**config.mk**
```make
export PLATFORM = sky130hd
export DESIGN_NAME = console_command_line_parser
export DESIGN_NICKNAME = d
export VERILOG_FILES = /design/src/rtl/cclp_pkg.sv /design/src/rtl/cclp_front.sv /design/src/rtl/cclp_queue.sv /design/src/rtl/cclp_back.sv /design/src/rtl/console_command_line_parser.sv
export SDC_FILE = /design/constraint.sdc
export NUM_CORES = 1
export LEC_CHECK = 0
export BUFFER_PORTS_ARGS = -buffer_cell sky130_fd_sc_hd__buf_2
export CAP_MARGIN = 25
export CORE_MARGIN = 10
export CORE_UTILIZATION = 40
export DETAILED_ROUTE_END_ITERATION = 8
export GPL_ROUTABILITY_DRIVEN = 1
export HOLD_SLACK_MARGIN = 0.15
export PLACE_DENSITY = 0.62
export SYNTH_ARGS = -nofsm -noshare
export SYNTH_HDL_FRONTEND = slang
export SYNTH_SLANG_ARGS = --single-unit
```
**constraint.sdc**
```tcl
create_clock -name clk -period 10.5 [get_ports clk]
set_input_delay 1.05 -clock clk [delete_from_list [all_inputs] [get_ports clk]]
set_output_delay 1.05 -clock clk [all_outputs]
set_load 0.01 [all_outputs]
```
**src/rtl/cclp_pkg.sv**
```systemverilog
// ----------------------------------------------------------------------------
// Console command line parser package
// Shared types, codes and keyword tables for the parser front, queue and back.
// ----------------------------------------------------------------------------
package cclp_pkg;

  // Classification that the front attaches to every accepted byte.
  typedef enum logic [1:0] {
    ITEM_SKIP,
    ITEM_WS,
    ITEM_CHAR,
    ITEM_OVERFLOW
  } item_kind_t;

  // One classified byte travelling from the front to the back.
  typedef struct packed {
    logic [7:0] ch;
    item_kind_t kind;
    logic       last;
  } queue_entry_t;

  // Parser phases of the back.
  typedef enum logic [2:0] {
    PH_LEAD,
    PH_BODY,
    PH_GOTO_AFTER,
    PH_GOTO_SEP,
    PH_GOTO_DIGITS,
    PH_TOO_LONG
  } parse_phase_t;

  localparam int QUEUE_DEPTH = 2;

  // Keyword slots: status, help, nine commands, then goto.
  localparam int KW_COUNT    = 12;
  localparam int KW_STATUS   = 0;
  localparam int KW_HELP     = 1;
  localparam int KW_CMD_BASE = 2;
  localparam int KW_GOTO     = 11;

  // Result status codes.
  localparam logic [2:0] ST_EMPTY       = 3'd0;
  localparam logic [2:0] ST_STATUS      = 3'd1;
  localparam logic [2:0] ST_HELP        = 3'd2;
  localparam logic [2:0] ST_COMMAND     = 3'd3;
  localparam logic [2:0] ST_TOO_LONG    = 3'd4;
  localparam logic [2:0] ST_BAD_SLIDE   = 3'd5;
  localparam logic [2:0] ST_UNSUPPORTED = 3'd6;

  localparam logic [3:0] CMD_NONE = 4'd0;
  localparam logic [3:0] CMD_GOTO = 4'd9;

  localparam logic [13:0] SLIDE_SAT = 14'd10000;
  localparam logic [13:0] SLIDE_MAX = 14'd9999;

  localparam logic [7:0] CHAR_SPACE = 8'h20;

  // C-locale whitespace: tab through carriage return, and space.
  function automatic logic is_ws(input logic [7:0] c);
    return (c == CHAR_SPACE) || (c >= 8'h09 && c <= 8'h0d);
  endfunction

  function automatic logic is_digit(input logic [7:0] c);
    return (c >= 8'h30) && (c <= 8'h39);
  endfunction

  // Folds A-Z to lower case; everything else passes unchanged.
  function automatic logic [7:0] fold_lower(input logic [7:0] c);
    return (c >= 8'h41 && c <= 8'h5a) ? (c | 8'h20) : c;
  endfunction

  function automatic logic [3:0] kw_len(input logic [3:0] k);
    logic [3:0] len;
    case (k)
      4'd0:    len = 4'd6;
      4'd3:    len = 4'd8;
      4'd4:    len = 4'd5;
      4'd5:    len = 4'd13;
      4'd7:    len = 4'd5;
      4'd8:    len = 4'd5;
      4'd9:    len = 4'd5;
      default: len = 4'd4;
    endcase
    return len;
  endfunction

  // Keyword text, right-justified: the first character sits highest.
  function automatic logic [103:0] kw_text(input logic [3:0] k);
    logic [103:0] text;
    case (k)
      4'd0:    text = 104'("status");
      4'd1:    text = 104'("help");
      4'd2:    text = 104'("next");
      4'd3:    text = 104'("previous");
      4'd4:    text = 104'("start");
      4'd5:    text = 104'("start-current");
      4'd6:    text = 104'("stop");
      4'd7:    text = 104'("black");
      4'd8:    text = 104'("white");
      4'd9:    text = 104'("first");
      4'd10:   text = 104'("last");
      default: text = 104'("goto");
    endcase
    return text;
  endfunction

  // Character of keyword k at position pos, or zero past its end.
  function automatic logic [7:0] kw_char(input logic [3:0] k, input logic [3:0] pos);
    logic [3:0]   len;
    logic [3:0]   idx;
    logic [103:0] text;
    len  = kw_len(k);
    text = kw_text(k);
    idx  = len - pos - 4'd1;
    if (pos >= len) begin
      return 8'h00;
    end
    return text[{idx, 3'b000} +: 8];
  endfunction

endpackage

```
**src/rtl/cclp_front.sv**
```systemverilog
// ----------------------------------------------------------------------------
// Console command line parser front
// Counts text bytes, tracks the end of text and the length limit, and tags
// each accepted byte with its class and folded value for the back.
// ----------------------------------------------------------------------------
module cclp_front #(
  parameter int MAX_LINE_BYTES = 128
) (
  input  logic                  clk,
  input  logic                  rst,
  input  logic                  accept,
  input  logic [7:0]            ch,
  input  logic                  last,
  output cclp_pkg::queue_entry_t entry
);
  import cclp_pkg::*;

  localparam int COUNT_W = $clog2(MAX_LINE_BYTES + 1);
  localparam logic [COUNT_W-1:0] COUNT_LIMIT = COUNT_W'(MAX_LINE_BYTES);

  logic [COUNT_W-1:0] byte_count;
  logic               text_ended;
  logic               overflowed;

  // Classify the incoming byte against the line state.
  always_comb begin
    entry.ch   = fold_lower(ch);
    entry.last = last;
    if (text_ended || overflowed || ch == 8'h00) begin
      entry.kind = ITEM_SKIP;
    end else if (byte_count >= COUNT_LIMIT) begin
      entry.kind = ITEM_OVERFLOW;
    end else if (is_ws(ch)) begin
      entry.kind = ITEM_WS;
    end else begin
      entry.kind = ITEM_CHAR;
    end
  end

  // Line state; cleared at the end of every line.
  always_ff @(posedge clk) begin
    if (rst) begin
      byte_count <= '0;
      text_ended <= 1'b0;
      overflowed <= 1'b0;
    end else if (accept) begin
      if (last) begin
        byte_count <= '0;
        text_ended <= 1'b0;
        overflowed <= 1'b0;
      end else begin
        if (!text_ended && !overflowed && ch == 8'h00) begin
          text_ended <= 1'b1;
        end
        if (entry.kind == ITEM_OVERFLOW) begin
          overflowed <= 1'b1;
        end
        if (entry.kind == ITEM_WS || entry.kind == ITEM_CHAR) begin
          byte_count <= byte_count + COUNT_W'(1);
        end
      end
    end
  end

endmodule

```
**src/rtl/cclp_queue.sv**
```systemverilog
// ----------------------------------------------------------------------------
// Console command line parser queue
// Short first-in first-out buffer of classified bytes between front and back.
// ----------------------------------------------------------------------------
module cclp_queue (
  input  logic                   clk,
  input  logic                   rst,
  input  logic                   push,
  input  cclp_pkg::queue_entry_t push_data,
  output logic                   full,
  input  logic                   pop,
  output logic                   pop_valid,
  output cclp_pkg::queue_entry_t pop_data
);
  import cclp_pkg::*;

  localparam int PTR_W = $clog2(QUEUE_DEPTH);
  localparam int CNT_W = $clog2(QUEUE_DEPTH + 1);

  queue_entry_t       mem [QUEUE_DEPTH];
  logic [PTR_W-1:0]   wr_ptr;
  logic [PTR_W-1:0]   rd_ptr;
  logic [CNT_W-1:0]   count;

  assign full      = (count == CNT_W'(QUEUE_DEPTH));
  assign pop_valid = (count != '0);
  assign pop_data  = mem[rd_ptr];

  // Entry storage.
  always_ff @(posedge clk) begin
    if (push) begin
      mem[wr_ptr] <= push_data;
    end
  end

  // Pointers and fill level.
  always_ff @(posedge clk) begin
    if (rst) begin
      wr_ptr <= '0;
      rd_ptr <= '0;
      count  <= '0;
    end else begin
      if (push) begin
        wr_ptr <= (wr_ptr == PTR_W'(QUEUE_DEPTH - 1)) ? '0 : wr_ptr + PTR_W'(1);
      end
      if (pop) begin
        rd_ptr <= (rd_ptr == PTR_W'(QUEUE_DEPTH - 1)) ? '0 : rd_ptr + PTR_W'(1);
      end
      if (push && !pop) begin
        count <= count + CNT_W'(1);
      end else if (pop && !push) begin
        count <= count - CNT_W'(1);
      end
    end
  end

endmodule

```
**src/rtl/cclp_back.sv**
```systemverilog
// ----------------------------------------------------------------------------
// Console command line parser back
// Runs the keyword and goto operand matcher on classified bytes and registers
// one result per line in the output stage.
// ----------------------------------------------------------------------------
module cclp_back (
  input  logic                   clk,
  input  logic                   rst,
  input  logic                   entry_valid,
  input  cclp_pkg::queue_entry_t entry,
  output logic                   pop,
  output logic                   m_tvalid,
  input  logic                   m_tready,
  output logic [23:0]            m_tdata
);
  import cclp_pkg::*;

  typedef struct packed {
    parse_phase_t          phase;
    logic [KW_COUNT-1:0]   candidates;
    logic [3:0]            match_pos;
    logic                  pending;
    logic                  goto_err;
    logic [13:0]           acc;
  } parse_state_t;

  localparam parse_state_t STATE_RESET = '{
    phase:      PH_LEAD,
    candidates: '1,
    match_pos:  '0,
    pending:    1'b0,
    goto_err:   1'b0,
    acc:        '0
  };

  parse_state_t cur;
  parse_state_t cur_next;
  logic [2:0]   res_status;
  logic [3:0]   res_command;
  logic [13:0]  res_slide;

  // Feeds one trimmed, folded character to the matcher.
  function automatic parse_state_t feed(input parse_state_t s, input logic [7:0] c);
    parse_state_t r;
    logic [16:0]  prod;
    r = s;
    prod = ({3'b000, s.acc} << 3) + ({3'b000, s.acc} << 1) + {13'b0, c[3:0]};
    case (s.phase)
      PH_BODY: begin
        for (int k = 0; k < KW_COUNT; k++) begin
          if (kw_char(4'(k), s.match_pos) != c) begin
            r.candidates[k] = 1'b0;
          end
        end
        if (s.match_pos != 4'hf) begin
          r.match_pos = s.match_pos + 4'd1;
        end
        if (r.match_pos == 4'd4 && r.candidates[KW_GOTO]) begin
          r.phase = PH_GOTO_AFTER;
        end
      end
      PH_GOTO_AFTER: begin
        if (is_ws(c)) begin
          r.phase = PH_GOTO_SEP;
        end else begin
          r.goto_err = 1'b1;
          r.phase    = PH_GOTO_DIGITS;
        end
      end
      default: begin
        if (!(s.phase == PH_GOTO_SEP && is_ws(c))) begin
          r.phase = PH_GOTO_DIGITS;
          if (is_digit(c)) begin
            r.acc = (prod > {3'b000, SLIDE_SAT}) ? SLIDE_SAT : prod[13:0];
          end else begin
            r.goto_err = 1'b1;
          end
        end
      end
    endcase
    return r;
  endfunction

  // Take an entry unless it ends a line while the output stage is still full.
  assign pop = entry_valid && (!entry.last || !m_tvalid || m_tready);

  // Next parser state.
  always_comb begin
    cur_next = cur;
    if (pop) begin
      unique case (entry.kind)
        ITEM_OVERFLOW: begin
          cur_next.phase = PH_TOO_LONG;
        end
        ITEM_WS: begin
          if (cur.phase != PH_LEAD && cur.phase != PH_TOO_LONG) begin
            cur_next.pending = 1'b1;
          end
        end
        ITEM_CHAR: begin
          if (cur.phase != PH_TOO_LONG) begin
            if (cur.phase == PH_LEAD) begin
              cur_next.phase = PH_BODY;
            end
            if (cur_next.pending) begin
              cur_next         = feed(cur_next, CHAR_SPACE);
              cur_next.pending = 1'b0;
            end
            cur_next = feed(cur_next, entry.ch);
          end
        end
        ITEM_SKIP: begin
        end
        default: begin
        end
      endcase
    end
  end

  // Line result from the state after the final byte.
  always_comb begin
    res_status  = ST_UNSUPPORTED;
    res_command = CMD_NONE;
    res_slide   = '0;
    unique case (cur_next.phase)
      PH_TOO_LONG: res_status = ST_TOO_LONG;
      PH_LEAD:     res_status = ST_EMPTY;
      PH_BODY: begin
        for (int k = KW_GOTO - 1; k >= 0; k--) begin
          if (cur_next.candidates[k] && cur_next.match_pos == kw_len(4'(k))) begin
            if (k == KW_STATUS) begin
              res_status  = ST_STATUS;
              res_command = CMD_NONE;
            end else if (k == KW_HELP) begin
              res_status  = ST_HELP;
              res_command = CMD_NONE;
            end else begin
              res_status  = ST_COMMAND;
              res_command = 4'(k - KW_CMD_BASE);
            end
          end
        end
      end
      default: begin
        if (cur_next.phase == PH_GOTO_DIGITS && !cur_next.goto_err &&
            cur_next.acc != '0 && cur_next.acc <= SLIDE_MAX) begin
          res_status  = ST_COMMAND;
          res_command = CMD_GOTO;
          res_slide   = cur_next.acc;
        end else begin
          res_status = ST_BAD_SLIDE;
        end
      end
    endcase
  end

  // Parser state; it returns to reset after every line.
  always_ff @(posedge clk) begin
    if (rst) begin
      cur <= STATE_RESET;
    end else if (pop && entry.last) begin
      cur <= STATE_RESET;
    end else begin
      cur <= cur_next;
    end
  end

  // Output stage: holds one result until the downstream transaction completes.
  always_ff @(posedge clk) begin
    if (rst) begin
      m_tvalid <= 1'b0;
    end else if (pop && entry.last) begin
      m_tvalid <= 1'b1;
    end else if (m_tready) begin
      m_tvalid <= 1'b0;
    end
  end

  always_ff @(posedge clk) begin
    if (pop && entry.last) begin
      m_tdata <= {3'b000, res_slide, res_command, res_status};
    end
  end

endmodule

```
**src/rtl/console_command_line_parser.sv**
```systemverilog
// ----------------------------------------------------------------------------
// Console command line parser
// Accepts one console byte per transaction and returns one parse result when
// the byte marked last has been taken.
// ----------------------------------------------------------------------------
// Throughput: one byte per cycle, sustained, with results taken as offered.
// Path: the last byte of a line is written into the two-entry queue and leaves it
//   once the output stage is free; the result then loads the output register.
// Reset: synchronous, active high; clears the line state, the queue and the
//   output stage, and the block is ready to accept bytes when reset is released.
module console_command_line_parser #(
  parameter int MAX_LINE_BYTES = 128
) (
  input  logic        clk,
  input  logic        rst,
  input  logic        s_tvalid,
  output logic        s_tready,
  input  logic [7:0]  s_tdata,   // [7:0] ch
  input  logic        s_tlast,   // last
  output logic        m_tvalid,
  input  logic        m_tready,
  output logic [23:0] m_tdata    // [2:0] status, [6:3] command, [20:7] slide
);
  import cclp_pkg::*;

  queue_entry_t front_entry;
  queue_entry_t back_entry;
  logic         queue_full;
  logic         queue_valid;
  logic         queue_pop;
  logic         in_accept;

  assign s_tready  = !queue_full;
  assign in_accept = s_tvalid && s_tready;

  // Classify incoming bytes.
  cclp_front #(
    .MAX_LINE_BYTES(MAX_LINE_BYTES)
  ) u_front (
    .clk   (clk),
    .rst   (rst),
    .accept(in_accept),
    .ch    (s_tdata),
    .last  (s_tlast),
    .entry (front_entry)
  );

  // Decouple the front from the matcher.
  cclp_queue u_queue (
    .clk      (clk),
    .rst      (rst),
    .push     (in_accept),
    .push_data(front_entry),
    .full     (queue_full),
    .pop      (queue_pop),
    .pop_valid(queue_valid),
    .pop_data (back_entry)
  );

  // Match keywords and produce results.
  cclp_back u_back (
    .clk        (clk),
    .rst        (rst),
    .entry_valid(queue_valid),
    .entry      (back_entry),
    .pop        (queue_pop),
    .m_tvalid   (m_tvalid),
    .m_tready   (m_tready),
    .m_tdata    (m_tdata)
  );

endmodule

```
==> impl_metrics.env <==
export IMPL_synth_cell_types=91
export IMPL_path_delay_family="compound AO/OA/AOI/OAI gates"
export IMPL_grt_usage=0.167
export IMPL_cap_violations=0
export IMPL_ys_ff_latch=94
export IMPL_netlist_instances=934
export IMPL_syn_area_um2=7890
export IMPL_yosysSeqAreaShare=0.293
export IMPL_hold_viol=0
export IMPL_cp_cell_sequence="ha_1 -> and2_1 -> o21ai_2 -> nand2_2 -> inv_1 -> ha_1 -> ha_1 -> nor2_1 -> a211oi_1 -> nor3b_1 -> o211ai_1 -> nand2_1 -> a211oi_1 -> o211ai_1 -> o41ai_2 -> a31oi_1 -> and4_1 -> o21a_1"
export IMPL_r2r_cells=18
export IMPL_cts_buffers=9
export IMPL_combinationalPowerShare=0.583
export IMPL_routabilityCongestion=0.959
export IMPL_hold_depth=2
export IMPL_port_buffer_count=35
export IMPL_max_freq_ghz=0.175
export IMPL_cp_arrival_ps=5820
export IMPL_antenna_found_initial=0
export IMPL_ys_flop_type="dfxtp_1"
export IMPL_peakVddDrop_mv=0.162
export IMPL_critPathSlowestCell="ha_1"
export IMPL_relSlewSlack=0.304
export IMPL_die_x_um=160
export IMPL_cp_max_fo=23
export IMPL_layout_nets=1019
export IMPL_fin_crit_ps=5710
export IMPL_rsz0062_at_grt="no"
export IMPL_avgSynthCellArea_um2=8.45
export IMPL_power_switching_mw=0.945
export IMPL_worstMarginPinSlew_ps=1040
export IMPL_start_util=0.405
export IMPL_path_common_cell="ha_1"
export IMPL_fin_tns_setup_ps=0
export IMPL_netlist_area_leader_share=0.164
export IMPL_crit_buf_inv=1
export IMPL_async_flop_share=0
export IMPL_yosys_warnings=0
export IMPL_grt_pass1_wl_um=35700
export IMPL_drc=0
export IMPL_p_sw_frac=0.456
export IMPL_cts_root_buf="clkbuf_16"
export IMPL_area_growth_pct=8.66
export IMPL_wirelength_um=21800
export IMPL_die_height_um=160
export IMPL_setup_viol=0
export IMPL_yosysMostFrequentCell="nor2_1"
export IMPL_drt_iter0_drc=607
export IMPL_synth_common_cells="103 x nor2_1, 74 x nand2_1, 60 x ha_1"
export IMPL_total_power_mw=2.07
export IMPL_cts_buffer_depth=2
export IMPL_rows=51
export IMPL_setup_worst_path_end_class="register"
export IMPL_dpl_hpwl_um=16600
export IMPL_postRouteAntennaNets=0
export IMPL_grt_max_degree=27
export IMPL_fin_crit_sh=0.544
export IMPL_grt_ovfl_total=0
export IMPL_startpoint_type="register"
export IMPL_cp_required_ps=10610
export IMPL_pwr_share_clk=0.167
export IMPL_grt_pass1_vias=6742
export IMPL_netlist_top_cells_area="edfxtp_1 16%, dfxtp_1 13%, ha_1 9.5%, xnor2_1 5.1%, nor2_1 4.9%"
export IMPL_status="complete, no violations"
export IMPL_drive_above_1_share=0.105
export IMPL_cts_hold_buf=0
export IMPL_final_util=0.440
export IMPL_h_tree_depth=3
export IMPL_worstHoldPathType="register to register"
export IMPL_tritoncts="built"
export IMPL_slowest_delay_ps=770
export IMPL_diodes=0
export IMPL_cp_num_cells=18
export IMPL_dieArea_um2=25700
export IMPL_post_cts_buffers=0
export IMPL_wl_per_cell_um=17.9
export IMPL_power_leakage_nw=3.33
export IMPL_layout_cells_non_filler=1214
export IMPL_clock_skew_ps=9.94
export IMPL_post_cts_resize_count=0
export IMPL_ios=39
export IMPL_clk_pin_slew_ps=70
export IMPL_post_drt_via_cell_ratio=5.86
export IMPL_internal_power_mw=1.13
export IMPL_core_area_um2=19500
export IMPL_dr_pass1_iters=5
export IMPL_crit_type="register to register"
export IMPL_hold_ws_ps=433
export IMPL_yosys_area_top_type="edfxtp_1"
export IMPL_cts_sinks=94
export IMPL_synth_edff_count=43
export IMPL_power_density_nw_per_um2=242
export IMPL_insertion_delay_ps=350
export IMPL_num_vias=7117
export IMPL_slew_viol_final=0
export IMPL_seqPwrFrac=0.250
export IMPL_placedCellCount=1198
## tightest hold or removal path: stages (launching register included)
cell	delay, ps
dfxtp_1	310
nand2_1	50
nand2_1	40
## final cells by class
class,instances,area [um2]
fill,1929,10900
multi-input combinational,756,5220
sequential,94,2310
tap,265,332
timing repair buffer,44,243
clock buffer,10,239
inverter,39,146
clock inverter,6,78.8
## sequential cells by signal, indices dropped and copies added (netlist names), named ones only
| register | flops |
|---|---|
| u_queue.wr_ptr | 1 |
| u_queue.rd_ptr | 1 |
| u_queue.count | 2 |
| u_queue.mem | 22 |
| u_back.m_tvalid | 1 |
| u_front.overflowed | 1 |
| u_back.m_tdata | 21 |
| u_front.byte_count | 8 |
| u_front.text_ended | 1 |
| u_back.cur | 35 |
## per-layer routing
| metal | share of wire | global-route usage | vias up |
|---|---|---|---|
| li1 | - | - | 3495 |
| met4 | 0.028 | 0.0572 | 0 |
| met2 | 0.46 | 0.267 | 228 |
| met1 | 0.46 | 0.221 | 3359 |
| met5 | 0 | 0 | - |
| met3 | 0.054 | 0.0299 | 35 |
## power by group through the flow
stage / logic (mW) / registers [mW] / clock network [mW]
final: 1.21 / 0.519 / 0.345
after global routing: 1.33 / 0.528 / 0.373
after CTS: 1.20 / 0.519 / 0.355
after detailed placement: 1.19 / 0.527 / 0
after global placement: 1.20 / 0.526 / 0
after floorplan: 0.920 / 0.517 / 0
## placed cells by master, fill, tap and decap left out, types with 8 or more instances in the layout
| master | instances |
|---|---|
| a21o_1 | 10 |
| buf_4 | 9 |
| mux2i_1 | 17 |
| a31oi_1 | 22 |
| xnor2_1 | 46 |
| xor2_1 | 8 |
| clkbuf_16 | 9 |
| o21a_1 | 9 |
| nand3_1 | 30 |
| nor4_1 | 9 |
| a22oi_1 | 12 |
| nand2_1 | 74 |
| inv_1 | 36 |
| nor3b_1 | 9 |
| o2111ai_1 | 8 |
| nand4_1 | 11 |
| nor2b_1 | 14 |
| and3_1 | 10 |
| o211ai_1 | 10 |
| ha_1 | 60 |
| edfxtp_1 | 43 |
| dfxtp_1 | 51 |
| nand2b_1 | 18 |
| buf_2 | 35 |
| a21oi_1 | 45 |
| or3_1 | 14 |
| nor2_1 | 102 |
| nor3_1 | 25 |
| o22ai_1 | 9 |
| a211oi_1 | 12 |
| and2_1 | 10 |
| o21ai_0 | 38 |
## cells by family (layout without fill, tap and decap cells)
kind of cell,count (synthesis),after routing,synth area share
mux,24,24,0.0344
other cells,1,3,0.000475
flops,94,94,0.293
simple gates,365,365,0.241
fa+ha+maj,62,62,0.100
compound gates,247,247,0.222
buf+inv,86,99,0.0463
xor+xnor,55,55,0.0628
## metrics by stage
stage,setup slack [ps],area [um2]
floorplan,5870,7900
global placement,4900,8250
detailed placement,4910,8250
CTS,4880,8570
global route,4280,8570
finish,4790,8570
## path summary, 6_finish.rpt
check	from	end	slack [ps]
worst max-delay path	u_back.cur[16]$_SDFF_PP0_	u_back.m_tdata[2]$_DFFE_PP_	4790
worst max register to register	u_back.cur[16]$_SDFF_PP0_	u_back.m_tdata[2]$_DFFE_PP_	4790
worst min-delay path	u_back.cur[23]$_SDFF_PP1_	u_back.cur[23]$_SDFF_PP1_	430
worst min register to register	u_back.cur[23]$_SDFF_PP1_	u_back.cur[23]$_SDFF_PP1_	430
(Power assumes the default switching activity.)
